### src/rtl/i2ce_pkg.sv
// Shared types and constants for the I2C EEPROM slave.
package i2ce_pkg;

  localparam int unsigned MemBytesDef   = 16;
  localparam logic [15:0] WriteTicksRst = 16'd4000;

  localparam logic [1:0] EvSclEdge = 2'd0;
  localparam logic [1:0] EvSdaEdge = 2'd1;
  localparam logic [1:0] EvTick    = 2'd2;

  localparam logic [3:0] PhIdle    = 4'd0;
  localparam logic [3:0] PhStart   = 4'd1;
  localparam logic [3:0] PhRxCmd   = 4'd2;
  localparam logic [3:0] PhAckCmd  = 4'd3;
  localparam logic [3:0] PhRxAddr  = 4'd4;
  localparam logic [3:0] PhAckAddr = 4'd5;
  localparam logic [3:0] PhRxData  = 4'd6;
  localparam logic [3:0] PhAckWr   = 4'd7;
  localparam logic [3:0] PhWrPend  = 4'd8;
  localparam logic [3:0] PhAckRd   = 4'd9;
  localparam logic [3:0] PhTxData  = 4'd10;

  localparam logic [7:0] CmdMask = 8'hF0;
  localparam logic [7:0] CmdId   = 8'hA0;
  localparam logic [3:0] BitsPerByte = 4'd8;

  typedef struct packed {
    logic [1:0] cmd;
    logic       line_level;
    logic       other_level;
  } event_t;

  typedef struct packed {
    logic [3:0] phase;
    logic       busy_res;
    logic       sda_release;
  } result_t;

  typedef struct packed {
    logic       we;
    logic [7:0] wdata;
  } mem_wr_t;

endpackage

### src/rtl/i2ce_mem.sv
// Byte store with registered read, write forwarding and per-entry valid bits.
module i2ce_mem #(
  parameter int unsigned MEM_BYTES = i2ce_pkg::MemBytesDef,
  parameter int unsigned AW        = (MEM_BYTES > 1) ? $clog2(MEM_BYTES) : 1
) (
  input  logic              clk_i,
  input  logic              rst_ni,
  input  i2ce_pkg::mem_wr_t wr_i,
  input  logic [AW-1:0]     wr_addr_i,
  input  logic [AW-1:0]     rd_addr_i,
  output logic [7:0]        rd_data_o
);
  import i2ce_pkg::*;

  logic [7:0]           mem_q [MEM_BYTES];
  logic [MEM_BYTES-1:0] valid_q;
  logic [7:0]           rd_q;
  logic                 rd_vld_q;
  logic                 fwd;

  assign fwd = wr_i.we && (wr_addr_i == rd_addr_i);

  always_ff @(posedge clk_i) begin
    if (wr_i.we) begin
      mem_q[wr_addr_i] <= wr_i.wdata;
    end
    rd_q <= fwd ? wr_i.wdata : mem_q[rd_addr_i];
  end

  always_ff @(posedge clk_i or negedge rst_ni) begin
    if (!rst_ni) begin
      valid_q  <= '0;
      rd_vld_q <= 1'b0;
    end else begin
      if (wr_i.we) begin
        valid_q[wr_addr_i] <= 1'b1;
      end
      rd_vld_q <= fwd || valid_q[rd_addr_i];
    end
  end

  assign rd_data_o = rd_vld_q ? rd_q : 8'd0;

endmodule

### src/rtl/i2ce_core.sv
// Bus phase state machine, shift register, address and busy countdown.
module i2ce_core #(
  parameter int unsigned MEM_BYTES = i2ce_pkg::MemBytesDef,
  parameter int unsigned AW        = (MEM_BYTES > 1) ? $clog2(MEM_BYTES) : 1
) (
  input  logic              clk_i,
  input  logic              rst_ni,
  input  logic              en_i,
  input  i2ce_pkg::event_t  ev_i,
  input  logic [15:0]       write_ticks_i,
  input  logic [7:0]        rd_data_i,
  output logic [AW-1:0]     rd_addr_o,
  output i2ce_pkg::mem_wr_t wr_o,
  output logic [AW-1:0]     wr_addr_o,
  output i2ce_pkg::result_t res_o
);
  import i2ce_pkg::*;

  typedef logic [AW-1:0] mod_tab_t [256];

  function automatic mod_tab_t build_mod_tab();
    mod_tab_t t;
    for (int i = 0; i < 256; i++) begin
      t[i] = AW'(i % MEM_BYTES);
    end
    return t;
  endfunction

  localparam mod_tab_t ModTab = build_mod_tab();

  logic [3:0]    phase_q, phase_d;
  logic [3:0]    cnt_q, cnt_d;
  logic [7:0]    shift_q, shift_d;
  logic [AW-1:0] addr_q, addr_d;
  logic [15:0]   busy_q, busy_d;
  logic          sda_q, sda_d;
  logic          commit;
  logic [3:0]    cnt_inc, cnt_dec;
  logic [7:0]    shift_in;
  logic [AW-1:0] addr_inc;

  assign cnt_inc  = cnt_q + 4'd1;
  assign cnt_dec  = cnt_q - 4'd1;
  assign shift_in = {shift_q[6:0], ev_i.other_level};
  assign addr_inc = (addr_q == AW'(MEM_BYTES - 1)) ? '0 : addr_q + AW'(1);

  always_comb begin
    phase_d = phase_q;
    cnt_d   = cnt_q;
    shift_d = shift_q;
    addr_d  = addr_q;
    busy_d  = busy_q;
    sda_d   = sda_q;
    commit  = 1'b0;
    if (en_i) begin
      unique case (ev_i.cmd)
        EvSclEdge: begin
          if (!ev_i.line_level) begin
            unique case (phase_q)
              PhIdle: sda_d = 1'b1;
              PhStart: begin
                sda_d   = 1'b1;
                phase_d = PhRxCmd;
              end
              PhRxCmd: begin
                cnt_d   = cnt_inc;
                shift_d = shift_in;
                if (cnt_inc == BitsPerByte) begin
                  if ((shift_in & CmdMask) == CmdId) begin
                    phase_d = PhAckCmd;
                    sda_d   = 1'b0;
                  end else begin
                    phase_d = PhIdle;
                  end
                end
              end
              PhAckCmd: begin
                sda_d = 1'b1;
                if (shift_q[0]) begin
                  phase_d = PhTxData;
                  cnt_d   = BitsPerByte - 4'd1;
                  shift_d = rd_data_i;
                  sda_d   = rd_data_i[7];
                end else begin
                  phase_d = PhRxAddr;
                  cnt_d   = 4'd0;
                  shift_d = 8'd0;
                end
              end
              PhRxAddr: begin
                cnt_d   = cnt_inc;
                shift_d = shift_in;
                if (cnt_inc == BitsPerByte) begin
                  sda_d   = 1'b0;
                  phase_d = PhAckAddr;
                  addr_d  = ModTab[shift_in];
                end
              end
              PhAckAddr: begin
                sda_d   = 1'b1;
                phase_d = PhRxData;
                cnt_d   = 4'd0;
                shift_d = 8'd0;
              end
              PhRxData: begin
                cnt_d   = cnt_inc;
                shift_d = shift_in;
                if (cnt_inc == BitsPerByte) begin
                  sda_d   = 1'b0;
                  phase_d = PhAckWr;
                end
              end
              PhAckWr: begin
                sda_d   = 1'b1;
                phase_d = PhWrPend;
              end
              PhWrPend: begin
                shift_d = {7'd0, ev_i.other_level};
                cnt_d   = 4'd1;
                phase_d = PhRxData;
              end
              PhTxData: begin
                if (cnt_q == 4'd0) begin
                  sda_d   = 1'b1;
                  addr_d  = addr_inc;
                  phase_d = PhAckRd;
                end else begin
                  cnt_d = cnt_dec;
                  sda_d = cnt_dec[3] ? 1'b0 : shift_q[cnt_dec[2:0]];
                end
              end
              PhAckRd: begin
                if (!ev_i.other_level) begin
                  phase_d = PhTxData;
                  cnt_d   = BitsPerByte - 4'd1;
                  shift_d = rd_data_i;
                  sda_d   = rd_data_i[7];
                end else begin
                  phase_d = PhIdle;
                end
              end
              default: begin
                sda_d   = 1'b1;
                phase_d = PhIdle;
              end
            endcase
          end
        end
        EvSdaEdge: begin
          if (ev_i.other_level) begin
            if (ev_i.line_level) begin
              if (phase_q == PhWrPend) begin
                commit = 1'b1;
                busy_d = write_ticks_i;
              end
              phase_d = PhIdle;
            end else if (busy_q == 16'd0) begin
              phase_d = PhStart;
              cnt_d   = 4'd0;
              shift_d = 8'd0;
            end
          end
        end
        EvTick: begin
          if (busy_q != 16'd0) begin
            busy_d = busy_q - 16'd1;
          end
        end
        default: ;
      endcase
    end
  end

  always_ff @(posedge clk_i or negedge rst_ni) begin
    if (!rst_ni) begin
      phase_q <= PhIdle;
      cnt_q   <= 4'd0;
      shift_q <= 8'd0;
      addr_q  <= '0;
      busy_q  <= 16'd0;
      sda_q   <= 1'b1;
    end else begin
      phase_q <= phase_d;
      cnt_q   <= cnt_d;
      shift_q <= shift_d;
      addr_q  <= addr_d;
      busy_q  <= busy_d;
      sda_q   <= sda_d;
    end
  end

  assign rd_addr_o = addr_d;
  assign wr_addr_o = addr_q;
  assign wr_o.we    = commit;
  assign wr_o.wdata = shift_q;

  assign res_o.phase       = phase_d;
  assign res_o.busy_res    = (busy_d != 16'd0);
  assign res_o.sda_release = sda_d;

endmodule

### src/rtl/i2c_eeprom_slave_unit.sv
// Top level of the I2C EEPROM slave: input register, core, byte store, result register.
//
// Each transfer on the input stream is one bus event (SCL edge, SDA edge or time tick)
// and yields exactly one result transfer with the SDA drive, busy flag and bus phase
// after that event. One event is taken per clock cycle while the result stream is not
// stalled; a result passes through the input register and the result register around
// the core's state update. The byte store reads through a register that follows
// the next address, so a read byte is ready when the next event needs it. The store
// reads as zero after reset. write_ticks is written through cfg_we_i/cfg_wdata_i; the
// user must write it only while no events are in flight, which the block does not enforce.
module i2c_eeprom_slave_unit #(
  parameter int unsigned MEM_BYTES = i2ce_pkg::MemBytesDef
) (
  input  logic        clk_i,
  input  logic        rst_ni,
  input  logic        cfg_we_i,
  input  logic [15:0] cfg_wdata_i,        // write_ticks
  input  logic        s_axis_tvalid_i,
  output logic        s_axis_tready_o,
  input  logic [7:0]  s_axis_tdata_i,     // [0] line_level, [1] other_level
  input  logic [1:0]  s_axis_tuser_i,     // [1:0] cmd
  output logic        m_axis_tvalid_o,
  input  logic        m_axis_tready_i,
  output logic [7:0]  m_axis_tdata_o      // [0] sda_release, [1] busy_res, [5:2] phase
);
  import i2ce_pkg::*;

  localparam int unsigned AW = (MEM_BYTES > 1) ? $clog2(MEM_BYTES) : 1;

  logic          in_vq;
  event_t        ev_q;
  logic          out_vq;
  result_t       res_q;
  result_t       res_d;
  logic          advance;
  logic [15:0]   write_ticks_q;
  logic [7:0]    rd_data;
  logic [AW-1:0] rd_addr;
  logic [AW-1:0] wr_addr;
  mem_wr_t       mem_wr;

  assign advance         = in_vq && (!out_vq || m_axis_tready_i);
  assign s_axis_tready_o = !in_vq || advance;

  always_ff @(posedge clk_i or negedge rst_ni) begin
    if (!rst_ni) begin
      write_ticks_q <= WriteTicksRst;
      in_vq         <= 1'b0;
      out_vq        <= 1'b0;
    end else begin
      if (cfg_we_i) begin
        write_ticks_q <= cfg_wdata_i;
      end
      if (s_axis_tready_o) begin
        in_vq <= s_axis_tvalid_i;
      end
      if (advance) begin
        out_vq <= 1'b1;
      end else if (m_axis_tready_i) begin
        out_vq <= 1'b0;
      end
    end
  end

  always_ff @(posedge clk_i) begin
    if (s_axis_tvalid_i && s_axis_tready_o) begin
      ev_q.cmd         <= s_axis_tuser_i;
      ev_q.line_level  <= s_axis_tdata_i[0];
      ev_q.other_level <= s_axis_tdata_i[1];
    end
    if (advance) begin
      res_q <= res_d;
    end
  end

  i2ce_core #(
    .MEM_BYTES(MEM_BYTES),
    .AW       (AW)
  ) u_core (
    .clk_i        (clk_i),
    .rst_ni       (rst_ni),
    .en_i         (advance),
    .ev_i         (ev_q),
    .write_ticks_i(write_ticks_q),
    .rd_data_i    (rd_data),
    .rd_addr_o    (rd_addr),
    .wr_o         (mem_wr),
    .wr_addr_o    (wr_addr),
    .res_o        (res_d)
  );

  i2ce_mem #(
    .MEM_BYTES(MEM_BYTES),
    .AW       (AW)
  ) u_mem (
    .clk_i    (clk_i),
    .rst_ni   (rst_ni),
    .wr_i     (mem_wr),
    .wr_addr_i(wr_addr),
    .rd_addr_i(rd_addr),
    .rd_data_o(rd_data)
  );

  assign m_axis_tvalid_o = out_vq;
  assign m_axis_tdata_o  = {2'b00, res_q};

endmodule

### config.mk
export PLATFORM = sky130hd
export DESIGN_NAME = i2c_eeprom_slave_unit
export DESIGN_NICKNAME = d
export VERILOG_FILES = /design/src/rtl/i2ce_pkg.sv /design/src/rtl/i2ce_mem.sv /design/src/rtl/i2ce_core.sv /design/src/rtl/i2c_eeprom_slave_unit.sv
export SDC_FILE = /design/constraint.sdc
export NUM_CORES = 1
export LEC_CHECK = 0
export BUFFER_PORTS_ARGS = -buffer_cell sky130_fd_sc_hd__buf_4
export CAP_MARGIN = 20
export CORE_AREA = 2 2 117 142
export CTS_CLUSTER_DIAMETER = 100
export CTS_CLUSTER_SIZE = 20
export DETAILED_ROUTE_END_ITERATION = 6
export DIE_AREA = 0 0 119 144
export GPL_TIMING_DRIVEN = 1
export MAX_ROUTING_LAYER = met4
export PLACE_DENSITY = 0.85
export SYNTH_ARGS = -nofsm -noshare
export SYNTH_HDL_FRONTEND = slang
export SYNTH_SLANG_ARGS = --single-unit
export TNS_END_PERCENT = 20
### constraint.sdc
create_clock -name clk_i -period 4.45 [get_ports clk_i]
set_input_delay 1.335 -clock clk_i [delete_from_list [all_inputs] [get_ports clk_i]]
set_output_delay 1.335 -clock clk_i [all_outputs]
set_load 0.05 [all_outputs]
==> metrics.md <==
| Metric | Value |
|---|---|
| Register Area | `0.00604 sq mm` |
| Crit-path max FO | `11` |
| Skew-Pair Late Insertion Delay | `0.48 ns` |
| Synth-to-Final Area Change | `7.76%` |
| Post-route cell area | `0.0109 sq mm` |
| Antenna cells | `0` |
| GR Util All Layers | `29.3%` |
| CTS clk-pin slew, worst paths | `0.08 ns` |
| Multi-input gate area | `0.00376 sq mm` |
| Placer Congestion | `0.912` |
| Cell Area, Placed | `0.0105 sq mm` |
| Sink Count | `214` |
| Routed len/inst | `24.5 um` |
| Via count | `6784` |
| Die height | `144 um` |
| Hold Startpoint | `u_mem.valid_q[14]` |
| # IOs | `41` |
| PortBufs | `32` |
| Root Driver | `clkbuf_16` |
| DRC viols | `0` |
| Post-DP HPWL | `16.2 mm` |
| Max Cap Violations | `0` |
| RSZ-0062 raised after global routing | `false` |
| Critical Path Max Stage Delay | `0.49 ns` |
| Final non-filler cell total | `981` |
| Hold Path Class | `reg -> reg` |
| IR drop worst, VDD | `0.317 mV` |
| Cell Area, Synth | `0.0101 sq mm` |
| Asr flop ratio synth | `33.6%` |
| Layout cell share with drive strength beyond 1 | `21.1%` |
| Buffer and inverter count on the worst path | `1` |
| Synth cell types | `86` |
| Initial antenna violation count | `0` |
| Final min period | `3.62 ns` |
| Pwr/cell area | `423 mW/mm^2` |
| Worst Tran Pin Value | `1.01 ns` |
| Vias/cell | `6.92` |
| Post-synth EDFFs | `138` |
| TNS Setup | `0 ns` |
| Post-DRT Antenna Nets | `0` |
| Critical path origin | `m_axis_tready_i` |
| CTS tree | `done` |
| Final setup viols | `0` |
| First-pass detailed-route iteration total | `5` |
| RR Startpoint | `u_core.cnt_q[0]` |
| CP delay by family, top | `simple AND/OR/NAND/NOR gates` |
| Synth Warn # | `0` |
| Yosys reg bits | `214` |
| Number of global-route vias before repair | `6675` |
| CTS Buf Count | `14` |
| Arr. time, crit path | `3.97 ns` |
| F_max | `276 MHz` |
| Initial cell density of the core | `63.4%` |
| Fin. Hold Viols | `0` |
| WS Path Type | `in -> reg` |
| Worst setup SP type | `input pin` |
| First-pass GRT wire length | `37.4 mm` |
| Initial drt markers | `1030` |
| Drt total wl | `24.1 mm` |
| Post-CTS sizing | `0` |
| Clock Skew | `0.0155 ns` |
| Synth Flop Type | `edfxtp_1` |
| Die X | `119 um` |
| Leak | `3.67 nW` |
| Pre-CTS setup slack | `0.531 ns` |
| Final Max Tran Viols | `0` |
| Core region area | `0.0159 sq mm` |
| Setup Fix Bufs, Post-CTS | `0` |
| Num rows | `51` |
| Max_slew headroom | `32.6%` |
| CP max stage cell | `mux4_2` |
| Mapped Avg Cell Area | `13.5 sq um` |
| Hold buffers post-CTS | `0` |
| Largest net degree at the start of global routing | `73` |
| Sequential fraction of the synthesis area | `59.9%` |
| Final WS setup | `0.831 ns` |
| Status | `finished clean` |
| Final worst path period share | `81.3%` |
| Die area | `0.0171 sq mm` |
| GRT Residual Overflow | `0` |
| Clk buf depth | `3` |
| Worst setup EP type | `flop` |
| Nets@finish | `804` |
| Syn Inst Count | `748` |
| Worst EP required | `4.80 ns` |
| H-tree depth | `1` |
| CP cell instances | `buf_4 -> nand2b_1 -> and2_1 -> and3_1 -> o21ai_0 -> a32oi_1 -> o21ai_0 -> mux4_2 -> nand2b_1` |
| Fill count | `1053` |
| Inst Count DP | `957` |
## kinds of logic after synthesis
group / Yosys count / synth area share (%)
adders and majority gates: 12 / 1.49
xor gates and xnor gates: 3 / 0.261
and+or+nand+nor: 218 / 11.9
other: 1 / 0.0372
DFF: 214 / 59.9
muxes: 67 / 12.2
AOI/OAI and AO/OA: 167 / 11.4
buffers and inverters: 66 / 2.78
## metal layers
layer	share of wire (%)	GRT usage, %	up-vias
met3	8.3	4.42	86
met5	0	-	-
li1	-	-	2923
met4	3.9	11.2	0
met1	36	36.3	3382
met2	52	49.6	393
## flip-flops by register name, summed over array words and instances (netlist names), named ones only
signal / cells
in_vq: 1
u_core.cnt_q: 4
ev_q: 4
u_core.busy_q: 16
m_axis_tdata_o: 6
u_mem.mem_q: 128
u_core.shift_q: 8
m_axis_tvalid_o: 1
u_core.sda_q: 1
u_core.wr_addr_o: 4
u_mem.valid_q: 16
write_ticks_q: 16
u_mem.rd_vld_q: 1
u_core.phase_q: 4
## cells in the final DEF (no fill, tap or decap), types with 7 or more instances in the layout
master | netlist | final
edfxtp_1 | 138 | 138
dfrtp_1 | 65 | 65
nand2_1 | 60 | 60
mux4_2 | 43 | 43
buf_4 | 3 | 41
o21ai_0 | 35 | 35
nor2_1 | 35 | 35
a21oi_1 | 31 | 31
inv_1 | 20 | 20
and2_1 | 20 | 20
mux2_2 | 19 | 19
or2_2 | 17 | 17
nand3_1 | 15 | 15
nor3_1 | 14 | 14
clkbuf_16 | 0 | 14
a22oi_1 | 12 | 12
ha_1 | 12 | 12
and3_1 | 9 | 9
a221oi_1 | 9 | 9
o31ai_1 | 8 | 8
clkbuf_1 | 31 | 8
nand2b_1 | 7 | 7
a31oi_1 | 7 | 7
dfstp_2 | 7 | 7
## metrics by stage
step,power (mW),hold WS [ns],utilization [%]
5_1_grt,4.78,0.484,68.3
6_report,4.59,0.478,68.3
4_1_cts,4.58,0.476,68.3
3_5_place_dp,3.37,0.458,65.8
3_3_place_gp,3.33,0.458,65.8
2_1_floorplan,3.11,0.440,-
## synth_stat cells (all sizes together), types with 7 or more instances
| library cell | number | share of area [%] |
|---|---|---|
| a21oi | 32 | 1.6 |
| a221oi | 9 | 0.78 |
| a22oi | 13 | 1.0 |
| a31oi | 7 | 0.43 |
| and2 | 20 | 1.2 |
| and3 | 9 | 0.56 |
| buf | 13 | 0.77 |
| clkbuf | 32 | 1.2 |
| dfrtp | 65 | 16 |
| dfstp | 7 | 1.8 |
| edfxtp | 138 | 41 |
| ha | 12 | 1.5 |
| inv | 21 | 0.78 |
| mux2 | 19 | 2.1 |
| mux4 | 43 | 9.6 |
| nand2 | 60 | 2.2 |
| nand2b | 7 | 0.43 |
| nand3 | 16 | 0.84 |
| nor2 | 37 | 1.5 |
| nor3 | 15 | 0.79 |
| o21ai | 35 | 1.7 |
| o31ai | 8 | 0.60 |
| or2 | 19 | 1.2 |
## power breakdown
group | internal [mW] | switching, mW
Sequential | 2.23 | 0.169
Combinational | 0.375 | 0.586
Clock | 0.601 | 0.627
Total | 3.21 | 1.38
## worst reg2reg max path, stage by stage, from the launching register on
cell	delay [ns]
dfrtp_1	0.52
inv_1	0.18
ha_1	0.16
nor3b_2	0.58
nand3_1	0.22
a21oi_2	0.28
o22ai_1	0.24
a221oi_1	0.40
mux2i_1	0.15
mux4_2	0.47
nand2b_1	0.18
## final timing paths
path | end | depth (start not counted) | slack [ns]
setup / recovery | u_mem.rd_vld_q | 9 | 0.83
hold / removal | u_mem.valid_q[14] | 1 | 0.48
setup reg to reg | u_mem.rd_vld_q | 10 | 0.94
hold reg to reg | u_mem.valid_q[14] | 1 | 0.48
max in group asynchronous | u_mem.valid_q[14] | 1 | 2.88
min in group asynchronous | write_ticks_q[6] | 1 | 0.99
## layout make-up
| type | count | area share, % |
|---|---|---|
| Tap cell | 212 | 2.44 |
| Clock inverter | 2 | 0.230 |
| Sequential cell | 214 | 55.6 |
| Inverter | 21 | 0.726 |
| Timing Repair Buffer | 41 | 2.83 |
| Multi-Input combinational cell | 469 | 34.7 |
| Clock buffer | 22 | 3.50 |
Note: power is estimated with default switching activity, not from simulation.
